--- src/rtl/sbsr_pkg.sv ---
`timescale 1ns / 1ps
`default_nettype none

package sbsr_pkg;

  localparam int BITS_PER_READ = 8;
  localparam int COUNT_WIDTH   = 16;
  localparam int BIT_IDX_W     = $clog2(BITS_PER_READ + 1);
  localparam int BYTE_W        = 8;
  localparam int REG_IDX_W     = 3;
  localparam int REG_DATA_W    = 16;
  localparam int CHAIN_STEPS   = 7;

  localparam logic [1:0] KIND_TICK  = 2'd0;
  localparam logic [1:0] KIND_START = 2'd1;
  localparam logic [1:0] KIND_READ  = 2'd2;

  localparam logic [1:0] DRIVE_RELEASE = 2'd0;
  localparam logic [1:0] DRIVE_LOW     = 2'd1;
  localparam logic [1:0] DRIVE_HIGH    = 2'd2;

  localparam logic [REG_IDX_W-1:0] REG_START_LOW    = 3'd0;
  localparam logic [REG_IDX_W-1:0] REG_DRIVE_HIGH   = 3'd1;
  localparam logic [REG_IDX_W-1:0] REG_SETTLE       = 3'd2;
  localparam logic [REG_IDX_W-1:0] REG_RESP_CHECK   = 3'd3;
  localparam logic [REG_IDX_W-1:0] REG_BIT_SAMPLE   = 3'd4;
  localparam logic [REG_IDX_W-1:0] REG_EDGE_TIMEOUT = 3'd5;

  localparam logic [15:0] RST_START_LOW    = 16'd20000;
  localparam logic [7:0]  RST_DRIVE_HIGH   = 8'd30;
  localparam logic [7:0]  RST_SETTLE       = 8'd40;
  localparam logic [7:0]  RST_RESP_CHECK   = 8'd80;
  localparam logic [7:0]  RST_BIT_SAMPLE   = 8'd40;
  localparam logic [15:0] RST_EDGE_TIMEOUT = 16'd2000;

  typedef enum logic [3:0] {
    PH_IDLE,
    PH_START_LOW,
    PH_DRIVE_HIGH,
    PH_SETTLE,
    PH_CHECK_HIGH,
    PH_WAIT_FALL,
    PH_RD_RISE,
    PH_RD_SAMPLE,
    PH_RD_FALL
  } phase_t;

  typedef struct packed {
    logic [15:0] start_low_us;
    logic [7:0]  drive_high_us;
    logic [7:0]  settle_us;
    logic [7:0]  response_check_us;
    logic [7:0]  bit_sample_us;
    logic [15:0] edge_timeout_us;
  } cfg_t;

  typedef struct packed {
    logic [1:0]        drive_mode;
    logic              busy_res;
    logic              start_done;
    logic              response_ok;
    logic              byte_done;
    logic [BYTE_W-1:0] byte_value;
  } result_t;

endpackage

`default_nettype wire

--- src/rtl/sbsr_in_if.sv ---
`timescale 1ns / 1ps
`default_nettype none

interface sbsr_in_if;
  logic       valid;
  logic       ready;
  logic [1:0] kind;
  logic       line_level;

  modport source (output valid, output kind, output line_level, input ready);
  modport sink (input valid, input kind, input line_level, output ready);
endinterface

`default_nettype wire

--- src/rtl/sbsr_out_if.sv ---
`timescale 1ns / 1ps
`default_nettype none

interface sbsr_out_if;
  logic       valid;
  logic       ready;
  logic [1:0] drive_mode;
  logic       busy_res;
  logic       start_done;
  logic       response_ok;
  logic       byte_done;
  logic [7:0] byte_value;

  modport source (
    output valid, output drive_mode, output busy_res, output start_done,
    output response_ok, output byte_done, output byte_value, input ready
  );
  modport sink (
    input valid, input drive_mode, input busy_res, input start_done,
    input response_ok, input byte_done, input byte_value, output ready
  );
endinterface

`default_nettype wire

--- src/rtl/sbsr_cfg_regs.sv ---
`timescale 1ns / 1ps
`default_nettype none

module sbsr_cfg_regs (
  input  logic                             clk,
  input  logic                             rst,
  input  logic                             write_en,
  input  logic [sbsr_pkg::REG_IDX_W-1:0]  reg_index,
  input  logic [sbsr_pkg::REG_DATA_W-1:0] write_data,
  output sbsr_pkg::cfg_t                   cfg
);
  import sbsr_pkg::*;

  always_ff @(posedge clk) begin
    if (rst) begin
      cfg.start_low_us      <= RST_START_LOW;
      cfg.drive_high_us     <= RST_DRIVE_HIGH;
      cfg.settle_us         <= RST_SETTLE;
      cfg.response_check_us <= RST_RESP_CHECK;
      cfg.bit_sample_us     <= RST_BIT_SAMPLE;
      cfg.edge_timeout_us   <= RST_EDGE_TIMEOUT;
    end else if (write_en) begin
      unique case (reg_index)
        REG_START_LOW:    cfg.start_low_us      <= write_data;
        REG_DRIVE_HIGH:   cfg.drive_high_us     <= write_data[7:0];
        REG_SETTLE:       cfg.settle_us         <= write_data[7:0];
        REG_RESP_CHECK:   cfg.response_check_us <= write_data[7:0];
        REG_BIT_SAMPLE:   cfg.bit_sample_us     <= write_data[7:0];
        REG_EDGE_TIMEOUT: cfg.edge_timeout_us   <= write_data;
        default: ;
      endcase
    end
  end

endmodule

`default_nettype wire

--- src/rtl/sbsr_seq.sv ---
`timescale 1ns / 1ps
`default_nettype none

module sbsr_seq (
  input  logic              clk,
  input  logic              rst,
  input  logic              advance,
  input  logic [1:0]        kind,
  input  logic              line_level,
  input  sbsr_pkg::cfg_t    cfg,
  output sbsr_pkg::result_t result
);
  import sbsr_pkg::*;

  localparam int CMP_W = (COUNT_WIDTH > REG_DATA_W) ? COUNT_WIDTH : REG_DATA_W;

  phase_t                 phase, phase_next;
  logic [COUNT_WIDTH-1:0] wait_count, wait_count_next;
  logic [BIT_IDX_W-1:0]   bit_index, bit_index_next;
  logic [BYTE_W-1:0]      shift_byte, shift_byte_next;
  logic                   response_flag, response_flag_next;
  logic                   start_done, byte_done, stay, full;
  logic [BIT_IDX_W-1:0]   fill_count;

  function automatic logic reached(input logic [COUNT_WIDTH-1:0] count,
                                   input logic [REG_DATA_W-1:0] limit);
    return CMP_W'(count) >= CMP_W'(limit);
  endfunction

  // zero sample delay and zero timeout finish every remaining bit at once
  assign full = (cfg.edge_timeout_us == '0) && (cfg.bit_sample_us == '0);

  always_ff @(posedge clk) begin
    if (rst) begin
      phase         <= PH_IDLE;
      wait_count    <= '0;
      bit_index     <= '0;
      shift_byte    <= '0;
      response_flag <= 1'b0;
    end else if (advance) begin
      phase         <= phase_next;
      wait_count    <= wait_count_next;
      bit_index     <= bit_index_next;
      shift_byte    <= shift_byte_next;
      response_flag <= response_flag_next;
    end
  end

  always_comb begin
    phase_next         = phase;
    wait_count_next    = wait_count;
    bit_index_next     = bit_index;
    shift_byte_next    = shift_byte;
    response_flag_next = response_flag;
    start_done         = 1'b0;
    byte_done          = 1'b0;
    stay               = 1'b0;
    fill_count         = '0;

    if (phase == PH_IDLE) begin
      if (kind == KIND_START) begin
        response_flag_next = 1'b0;
        phase_next         = PH_START_LOW;
        wait_count_next    = '0;
      end else if (kind == KIND_READ) begin
        bit_index_next  = '0;
        shift_byte_next = '0;
        phase_next      = PH_RD_RISE;
        wait_count_next = '0;
      end
    end

    for (int k = 0; k < CHAIN_STEPS; k++) begin
      if (!stay && phase_next != PH_IDLE) begin
        unique case (phase_next)
          PH_START_LOW: begin
            if (reached(wait_count_next, cfg.start_low_us)) begin
              phase_next      = PH_DRIVE_HIGH;
              wait_count_next = '0;
            end else begin
              stay = 1'b1;
            end
          end
          PH_DRIVE_HIGH: begin
            if (reached(wait_count_next, REG_DATA_W'(cfg.drive_high_us))) begin
              phase_next      = PH_SETTLE;
              wait_count_next = '0;
            end else begin
              stay = 1'b1;
            end
          end
          PH_SETTLE: begin
            if (reached(wait_count_next, REG_DATA_W'(cfg.settle_us))) begin
              phase_next      = line_level ? PH_WAIT_FALL : PH_CHECK_HIGH;
              wait_count_next = '0;
            end else begin
              stay = 1'b1;
            end
          end
          PH_CHECK_HIGH: begin
            if (reached(wait_count_next, REG_DATA_W'(cfg.response_check_us))) begin
              if (line_level) begin
                response_flag_next = 1'b1;
              end
              phase_next      = PH_WAIT_FALL;
              wait_count_next = '0;
            end else begin
              stay = 1'b1;
            end
          end
          PH_WAIT_FALL: begin
            if (!line_level || reached(wait_count_next, cfg.edge_timeout_us)) begin
              start_done      = 1'b1;
              phase_next      = PH_IDLE;
              wait_count_next = '0;
            end else begin
              stay = 1'b1;
            end
          end
          PH_RD_RISE: begin
            if (full && wait_count_next == '0) begin
              fill_count      = BIT_IDX_W'(BITS_PER_READ) - bit_index_next;
              shift_byte_next = line_level ? ~((~shift_byte_next) << fill_count)
                                           : (shift_byte_next << fill_count);
              bit_index_next  = BIT_IDX_W'(BITS_PER_READ);
              byte_done       = 1'b1;
              phase_next      = PH_IDLE;
              wait_count_next = '0;
            end else if (line_level || reached(wait_count_next, cfg.edge_timeout_us)) begin
              phase_next      = PH_RD_SAMPLE;
              wait_count_next = '0;
            end else begin
              stay = 1'b1;
            end
          end
          PH_RD_SAMPLE: begin
            if (reached(wait_count_next, REG_DATA_W'(cfg.bit_sample_us))) begin
              shift_byte_next = {shift_byte_next[BYTE_W-2:0], line_level};
              bit_index_next  = bit_index_next + BIT_IDX_W'(1);
              phase_next      = PH_RD_FALL;
              wait_count_next = '0;
            end else begin
              stay = 1'b1;
            end
          end
          PH_RD_FALL: begin
            if (!line_level || reached(wait_count_next, cfg.edge_timeout_us)) begin
              if (bit_index_next >= BIT_IDX_W'(BITS_PER_READ)) begin
                byte_done  = 1'b1;
                phase_next = PH_IDLE;
              end else begin
                phase_next = PH_RD_RISE;
              end
              wait_count_next = '0;
            end else begin
              stay = 1'b1;
            end
          end
          default: begin
            phase_next      = PH_IDLE;
            wait_count_next = '0;
            stay            = 1'b1;
          end
        endcase
      end
    end

    if (stay && wait_count_next != '1) begin
      wait_count_next = wait_count_next + COUNT_WIDTH'(1);
    end
  end

  always_comb begin
    case (phase_next)
      PH_START_LOW:  result.drive_mode = DRIVE_LOW;
      PH_DRIVE_HIGH: result.drive_mode = DRIVE_HIGH;
      default:       result.drive_mode = DRIVE_RELEASE;
    endcase
    result.busy_res    = (phase_next != PH_IDLE);
    result.start_done  = start_done;
    result.response_ok = response_flag_next;
    result.byte_done   = byte_done;
    result.byte_value  = shift_byte_next;
  end

endmodule

`default_nettype wire

--- src/rtl/single_bus_sensor_byte_reader_unit.sv ---
`timescale 1ns / 1ps
`default_nettype none

// channel   dir  handshake     payload
// in_ch     in   valid/ready   kind, line_level
// out_ch    out  valid/ready   drive_mode, busy_res, start_done, response_ok,
//                              byte_done, byte_value
// config    in   write_en      reg_index, write_data
//
// one transaction in, one transaction out; a new tick is taken every cycle unless the result is stalled
// a tick passes the input register, then the result register
// the sequencer chain for one tick settles between those two registers
// reset is synchronous; no clearing pass, the block is ready right after reset
// a stalled result holds the sequencer; the input register keeps one tick

module single_bus_sensor_byte_reader_unit (
  input  logic                             clk,
  input  logic                             rst,
  sbsr_in_if.sink                          in_ch,
  sbsr_out_if.source                       out_ch,
  input  logic                             write_en,
  input  logic [sbsr_pkg::REG_IDX_W-1:0]  reg_index,
  input  logic [sbsr_pkg::REG_DATA_W-1:0] write_data
);
  import sbsr_pkg::*;

  cfg_t       cfg;
  result_t    result, res_q;
  logic       in_valid_q, res_valid, res_free, advance;
  logic [1:0] kind_q;
  logic       line_q;

  assign res_free    = !res_valid || out_ch.ready;
  assign advance     = in_valid_q && res_free;
  assign in_ch.ready = !in_valid_q || res_free;

  sbsr_cfg_regs u_cfg_regs (
    .clk        (clk),
    .rst        (rst),
    .write_en   (write_en),
    .reg_index  (reg_index),
    .write_data (write_data),
    .cfg        (cfg)
  );

  sbsr_seq u_seq (
    .clk        (clk),
    .rst        (rst),
    .advance    (advance),
    .kind       (kind_q),
    .line_level (line_q),
    .cfg        (cfg),
    .result     (result)
  );

  always_ff @(posedge clk) begin
    if (rst) begin
      in_valid_q <= 1'b0;
    end else if (in_ch.ready) begin
      in_valid_q <= in_ch.valid;
    end
  end

  always_ff @(posedge clk) begin
    if (in_ch.valid && in_ch.ready) begin
      kind_q <= in_ch.kind;
      line_q <= in_ch.line_level;
    end
  end

  always_ff @(posedge clk) begin
    if (rst) begin
      res_valid <= 1'b0;
    end else if (res_free) begin
      res_valid <= advance;
    end
  end

  always_ff @(posedge clk) begin
    if (advance) begin
      res_q <= result;
    end
  end

  assign out_ch.valid       = res_valid;
  assign out_ch.drive_mode  = res_q.drive_mode;
  assign out_ch.busy_res    = res_q.busy_res;
  assign out_ch.start_done  = res_q.start_done;
  assign out_ch.response_ok = res_q.response_ok;
  assign out_ch.byte_done   = res_q.byte_done;
  assign out_ch.byte_value  = res_q.byte_value;

endmodule

`default_nettype wire

--- src/flat_wrapper.sv ---
// flat-port wrapper written by rule: the top's interface ports become plain ports
module single_bus_sensor_byte_reader_unit_flat import sbsr_pkg::*;
  (clk, rst, write_en, reg_index, write_data, in_ch_valid, in_ch_kind, in_ch_line_level, in_ch_ready, out_ch_valid, out_ch_drive_mode, out_ch_busy_res, out_ch_start_done, out_ch_response_ok, out_ch_byte_done, out_ch_byte_value, out_ch_ready);
  sbsr_in_if in_ch_i ();
  sbsr_out_if out_ch_i ();
  input  logic clk;
  input  logic rst;
  input  logic write_en;
  input  logic [sbsr_pkg::REG_IDX_W-1:0] reg_index;
  input  logic [sbsr_pkg::REG_DATA_W-1:0] write_data;
  input wire logic [$bits(in_ch_i.valid)-1:0] in_ch_valid;
  input wire logic [$bits(in_ch_i.kind)-1:0] in_ch_kind;
  input wire logic [$bits(in_ch_i.line_level)-1:0] in_ch_line_level;
  output wire logic [$bits(in_ch_i.ready)-1:0] in_ch_ready;
  output wire logic [$bits(out_ch_i.valid)-1:0] out_ch_valid;
  output wire logic [$bits(out_ch_i.drive_mode)-1:0] out_ch_drive_mode;
  output wire logic [$bits(out_ch_i.busy_res)-1:0] out_ch_busy_res;
  output wire logic [$bits(out_ch_i.start_done)-1:0] out_ch_start_done;
  output wire logic [$bits(out_ch_i.response_ok)-1:0] out_ch_response_ok;
  output wire logic [$bits(out_ch_i.byte_done)-1:0] out_ch_byte_done;
  output wire logic [$bits(out_ch_i.byte_value)-1:0] out_ch_byte_value;
  input wire logic [$bits(out_ch_i.ready)-1:0] out_ch_ready;
  assign in_ch_i.valid = in_ch_valid;
  assign in_ch_i.kind = in_ch_kind;
  assign in_ch_i.line_level = in_ch_line_level;
  assign in_ch_ready = in_ch_i.ready;
  assign out_ch_valid = out_ch_i.valid;
  assign out_ch_drive_mode = out_ch_i.drive_mode;
  assign out_ch_busy_res = out_ch_i.busy_res;
  assign out_ch_start_done = out_ch_i.start_done;
  assign out_ch_response_ok = out_ch_i.response_ok;
  assign out_ch_byte_done = out_ch_i.byte_done;
  assign out_ch_byte_value = out_ch_i.byte_value;
  assign out_ch_i.ready = out_ch_ready;
  single_bus_sensor_byte_reader_unit u_core (.clk(clk), .rst(rst), .in_ch(in_ch_i), .out_ch(out_ch_i), .write_en(write_en), .reg_index(reg_index), .write_data(write_data));
endmodule
--- config.mk ---
export PLATFORM = sky130hd
export DESIGN_NAME = single_bus_sensor_byte_reader_unit_flat
export DESIGN_NICKNAME = d
export VERILOG_FILES = /design/src/rtl/sbsr_pkg.sv /design/src/rtl/sbsr_in_if.sv /design/src/rtl/sbsr_out_if.sv /design/src/rtl/sbsr_cfg_regs.sv /design/src/rtl/sbsr_seq.sv /design/src/rtl/single_bus_sensor_byte_reader_unit.sv /design/src/flat_wrapper.sv
export SDC_FILE = /design/constraint.sdc
export NUM_CORES = 1
export LEC_CHECK = 0
export BUFFER_PORTS_ARGS = -buffer_cell sky130_fd_sc_hd__clkbuf_2
export CORE_MARGIN = 8
export CORE_UTILIZATION = 35
export CTS_CLUSTER_SIZE = 28
export DETAILED_ROUTE_END_ITERATION = 10
export PLACE_DENSITY = 0.52
export SLEW_MARGIN = 15
export SYNTH_ARGS = -nofsm -noshare
export SYNTH_HDL_FRONTEND = slang
export SYNTH_SLANG_ARGS = --single-unit
--- constraint.sdc ---
create_clock -name clk -period 9.23 [get_ports clk]
set_input_delay 2.3075 -clock clk [delete_from_list [all_inputs] [get_ports clk]]
set_output_delay 2.3075 -clock clk [all_outputs]
set_load 0.01 [all_outputs]
### Yosys cells after proc, flatten, opt, wreduce, memory -nomap -nowiden

Cells that the tools add are included.

* logic and storage cells: 641
* flip-flop bits (word level): 116
* RAM bits: 0
* output and inout bits: 16
* memories: 0
* bits in read-only memories: 0
* bits in latches: 0
* input port bits: 27

* add/subtract/negate cells: 15
* bitwise logic cells: 14
* $lt $le $gt $ge: 49
* divide/modulo/power cells: 0
* multipliers: 0
* equality and inequality tests: 66
* mux-type cells: 388
* reduce and logical (&&, ||, !) cells: 74
* shifts and indexed selects: 14

Operator list (count)
* 16-bit 2-to-1 mux: 67
* 16-bit case mux with 7 select lines: 7
* 16-bit by 8-bit >= comparator with 1-bit output: 28
* 4-bit 2-to-1 mux: 97
* 8-bit 2-to-1 mux: 31
* 16-bit >= comparator: 14
* 4-bit case mux with 8 select lines: 7
* 1-bit 2-to-1 mux: 143
* 16-bit zero test: 8
* 4-bit by 3-bit == test with 1-bit output (second input constant): 28
* 8-bit inverter: 14
* 8-bit case mux with 2 select lines: 7
* 8-bit by 4-bit left shift with 8-bit output: 14
* 4-bit by 2-bit == test with 1-bit output (second input constant): 15
* 4-bit case mux with 2 select lines: 7
* 1-bit case mux with 7 select lines: 7
* 4-bit by 1-bit == test with 1-bit output (second input constant): 8
* 4-bit nonzero test: 8
* 4-bit by 1-bit adder with 4-bit output (second input constant): 7
* 4-bit == test (second input constant): 7
* 4-bit >= comparator (second input constant): 7
* 4-bit subtractor (first input constant): 7
* 3-bit 2-to-1 mux: 7
* 1-bit logical AND: 17
* other kinds (16): 58

### Longest topological paths before layout

* depth after elaboration: 53
* depth in mapped cells: 50
* mapped depth without buffers: 40

### Hierarchy

From an unflattened synthesis, not the netlist that was laid out.

* cells, all modules: 2624
* area, all modules: 21237.9 um^2

Modules (own cells, without submodules)
* sbsr_seq: area each 18052.3 um^2, times used 1, cells each 2353
* sbsr_cfg_regs: area each 2571.2 um^2, times used 1, cells each 244
* single_bus_sensor_byte_reader_unit: area each 614.3 um^2, times used 1, cells each 27

### Worst setup path before layout

OpenSTA, ideal clock, no wires.

* path type: register to register
* from: register u_core.kind_q[0]
* to: register u_core.u_seq.shift_byte[2]
* buffers on the path: 8
* clock period less this slack: 10.082 ns
* stages on the path, launching flop included: 43
* slack: -0.852 ns
* arrival: 9.966 ns
* required time: 9.114 ns
* path through: edfxtp_1 xor2_1 nand2_1 clkbuf_1 clkbuf_1 nand2_1 ha_1 nand2b_1 a2111o_1 a211o_1 o22ai_2 a211oi_2 a21boi_0 clkbuf_1 clkbuf_1 clkbuf_1 clkbuf_1 and2_1 (+7 left out) or4_1 buf_2 a211oi_4 a21o_2 a31oi_4 or3_1 a41o_1 a31oi_2 or2_2 buf_6 o21ai_1 a31o_2 or3b_2 o21ai_0 o211ai_2 nand2_1 mux2_2 o211a_1

RTL lines
* start: declaration: line single_bus_sensor_byte_reader_unit.sv:30 `logic [1:0] kind_q;`
* start signal: assignment: line single_bus_sensor_byte_reader_unit.sv:66 `kind_q <= in_ch.kind;`
* end signal: assignment: line sbsr_seq.sv:44 `shift_byte <= shift_byte_next;`
* end: declaration: line sbsr_seq.sv:20 `logic [BYTE_W-1:0] shift_byte, shift_byte_next;`

### Final worst setup path

* from: register u_core.u_seq.phase[3]
* to: register u_core.u_seq.wait_count[3]

* longest elaborated chain between the ends: 47
* elaborated cells on any way between the ends: 405

RTL lines
* start: declaration: line sbsr_seq.sv:17 `phase_t phase, phase_next;`
* start signal: assignment: line sbsr_seq.sv:41 `phase <= phase_next;`
* branches (longest 46 deep; another with 16-bit >= comparator)
* 16-bit 2-to-1 mux (*): line sbsr_seq.sv:168 `if (stay && wait_count_next != '1) begin`
* end signal: assignment: line sbsr_seq.sv:42 `wait_count <= wait_count_next;`
* end: declaration: line sbsr_seq.sv:18 `logic [COUNT_WIDTH-1:0] wait_count, wait_count_next;`

Every way passes the cells marked *.
A chain may end at the register's enable or synchronous reset.

==> results.toml <==
[detailed_routing]
drc_errors = 0
drtIter0Drc = 1571
antenna_left = 0
drt_pass1_iterations = 7
drt-wirelength-per-cell_um = 22.7
drt-total-wl_mm = 83.9
vias = 21563
via_per_inst = 5.84

[logic_synthesis]
syn_nets = 2987
yosys.area.top_type = "ha_1"
ys_seq_area_share_pct = 12.6
syn_area_um2 = 19700
ys.flop_type = "dfxtp_1"
synth_cell_types = 117
ys_async_sr_fraction_pct = 0
synth_top_area_share_pct = 26.7
synthCells = 2539
synth_seq_cells = 116
synth.top_cells.by_count = "421 x ha_1, 260 x nand2_1, 190 x a21oi_1"
yosys_warnings = 0
synth_most_common_cell = "ha_1"
synth_edf_count = 17
synth_area_per_cell_um2 = 7.77
synthTopCellsByArea = "ha_1 27%, dfxtp_1 10%, nand2_1 4.9%"

[place]
place_area_um2 = 23500
place.gp.congestion = 1.01
portBuffers = 42
post-dp-hpwl_mm = 67.0

[power_and_ir_drop]
internal_power_mw = 1.63
pwr-share-comb_pct = 56.4
power_switching_mw = 1.24
power_density_nw_per_um2 = 113
finalPower_mw = 2.86
p_leak_nw = 11.8
p_clk_share_pct = 24.2
vdd_drop_max_uv = 176
seq_power_share_pct = 19.4
switching_share_pct = 43.3

[clock_network]
cts_buffers = 17
postCtsHoldBufs = 0
htree_num_levels = 4
cts_tree = "yes"
clock_path_buffers = 2
clkSlewWorstSetupHoldPaths_ps = 80
clockRootBuffer = "clkbuf_16"
insertion_delay_ps = 470
clock_sinks = 116

[setup_path]
r2r_start = "u_core.u_seq.phase[3]$_SDFFE_PP0P_"
reg2reg_slack_ps = 30
startpoint = "u_core.u_seq.phase[3]$_SDFFE_PP0P_"
crit_type = "reg -> reg"
timing.rr.end = "u_core.u_seq.wait_count[3]$_SDFFE_PP0P_"
cp_max_fo = 12
cp.arrival_ps = 9600
cpPeakStageDelay_ps = 570
crit_path_frequent_cell = "buf_4"
cp.required_ps = 9630
worstSetupEndpointType = "flip-flop"
cp-start-kind = "flip-flop"
rr_worst_depth = 45
cpMaxStageDelayCell = "or4_4"

[timing]
grt_setup_unrepaired = "yes"
period_share_pct = 99.6
worstMarginPinSlew_ps = 1140
setup_violations = 0
finalClockSkew_ps = 17.8
drv_slew = 0
hold_slack_ps = 459
fmax_mhz = 109
hold_viol = 0
max-slew-margin-rel_pct = 23.7
min_period_ps = 9200

[floorplan]
rows = 87
initial_utilization_pct = 35.2
io_pins = 43
dieHeight_um = 253
die-area_um2 = 64200
die_w_um = 253
fp.coreArea_um2 = 56100

[final_layout]
nNetsFinal = 3370
n_fill_cell = 5591
syn2layout_area_growth_pct = 28.9
fin_util_pct = 45.4
antenna_cells = 0
drive_gt1_share_pct = 26.1
finalInstanceArea_um2 = 25400

[min_path]
hp-class = "reg -> reg"
holdPathStages = 2
hp-start = "u_core.u_cfg_regs.cfg[50]$_SDFFE_PP0P_"
whs_endpoint = "u_core.u_cfg_regs.cfg[50]$_SDFFE_PP0P_"

[global_routing]
overflow = 0
first_global_vias = 20612
grt_usage_pct = 25.0
grt_pass1_wl_mm = 124
grt_max_degree = 44
antenna_found_initial = 0

[status]
status = "finished clean"

[run]
max_cap_violations = 0
## metal layers
| layer | part of all wire [%] | global-route usage, % | vias to the layer above |
|---|---|---|---|
| met4 | 4.5 | 10.1 | 0 |
| met5 | 0 | 0 | - |
| met2 | 45 | 40.9 | 735 |
| li1 | - | - | 10303 |
| met3 | 5.0 | 2.71 | 189 |
| met1 | 45 | 33.4 | 10336 |
## per-stage QoR
stage,setup WS [ps],instances,setup TNS (ps)
after floorplan,-141,2539,-654
after global placement,-549,3612,-16030
after detailed placement,-606,3612,-18190
after CTS,2.20,3651,0
after global routing,-258,3691,-5950
final,32.9,3691,0
## worst max-delay path by stage
stage | to | slack [ps] | cells after the start
6_report | u_core.u_seq.wait_count[3]$_SDFFE_PP0P_ | 30 | 45
5_1_grt | u_core.u_seq.wait_count[3]$_SDFFE_PP0P_ | -260 | 44
4_1_cts | u_core.u_seq.shift_byte[3]$_SDFFE_PP0P_ | 2 | 42
3_5_place_dp | u_core.u_seq.shift_byte[5]$_SDFFE_PP0P_ | -610 | 42
3_3_place_gp | u_core.u_seq.shift_byte[5]$_SDFFE_PP0P_ | -550 | 42
2_1_floorplan | u_core.u_seq.wait_count[15]$_SDFFE_PP0P_ | -140 | 43
## final cells by class
class | count | area [µm²] | share of cell area, %
multi-input cells | 2215 | 17500 | 68.7
flip-flops and latches | 116 | 2490 | 9.80
clock inverters | 15 | 158 | 0.620
repair buffers | 467 | 3530 | 13.9
well taps | 756 | 946 | 3.72
inverters | 105 | 395 | 1.55
clock buffers | 17 | 425 | 1.67
## power by group through the flow
stage / clock, mW / sequential, mW / combinational [mW]
finish: 0.692 / 0.556 / 1.62
global route: 0.720 / 0.557 / 1.72
global placement: 0 / 0.566 / 1.33
floorplan: 0 / 0.560 / 0.781
detailed placement: 0 / 0.567 / 1.34
CTS: 0.702 / 0.555 / 1.37
## worst max-delay path: cells and delay by family, from the launching register on
family,cells,cell delay (ps)
AOI/OAI and AO/OA,17,2930
and+or+nand+nor,15,3640
DFF,1,340
adders and majority gates,2,560
buffers and inverters,11,1630
## registers in the layout (all words and copies together) (netlist names), 2 cells and up
| register | count |
|---|---|
| u_core.u_seq.bit_index | 4 |
| u_core.out_ch.byte_value | 8 |
| u_core.u_cfg_regs.cfg | 64 |
| u_core.out_ch.drive_mode | 2 |
| u_core.kind_q | 2 |
| u_core.u_seq.wait_count | 16 |
| u_core.u_seq.shift_byte | 8 |
| u_core.u_seq.phase | 4 |
## cell families after synthesis
family                   count (synthesis)  synth area share, %
AND/OR/NAND/NOR                        916                 24.3
AO/OA/AOI/OAI                          811                 28.4
adder cells (fa/ha/maj)                421                 26.7
buffers and inverters                  208                 4.28
flip-flops                             116                 12.6
multiplexers                            53                 3.07
XOR/XNOR                                14                0.621
## timing repair
item | in CTS | in global routing
resized for setup | 45 | 177
endpoints found under the setup margin | 40 | 40
cloned | 0 | 2
buffers inserted | 7 | 40
hold endpoints to repair | 0 | 0
pin swaps | 20 | 72
## layout by cell type (no fill, tap or decap), types with 23 or more instances in the layout
cell / netlist / final
nand2b_1: 65 / 64
buf_6: 6 / 25
nand2_1: 260 / 250
and2_4: 2 / 23
nor2b_1: 54 / 54
a21oi_1: 190 / 178
nor3_1: 45 / 39
buf_4: 3 / 395
clkbuf_2: 0 / 42
nand3_1: 51 / 48
o21ai_0: 165 / 147
nor2_1: 145 / 139
o211ai_1: 43 / 43
a31oi_1: 35 / 27
ha_1: 421 / 406
inv_1: 99 / 99
dfxtp_1: 99 / 98
mux2i_1: 32 / 29
a21o_1: 96 / 96
and2_1: 127 / 105
nand4_1: 30 / 30
Power figures use the tool's default switching activity.
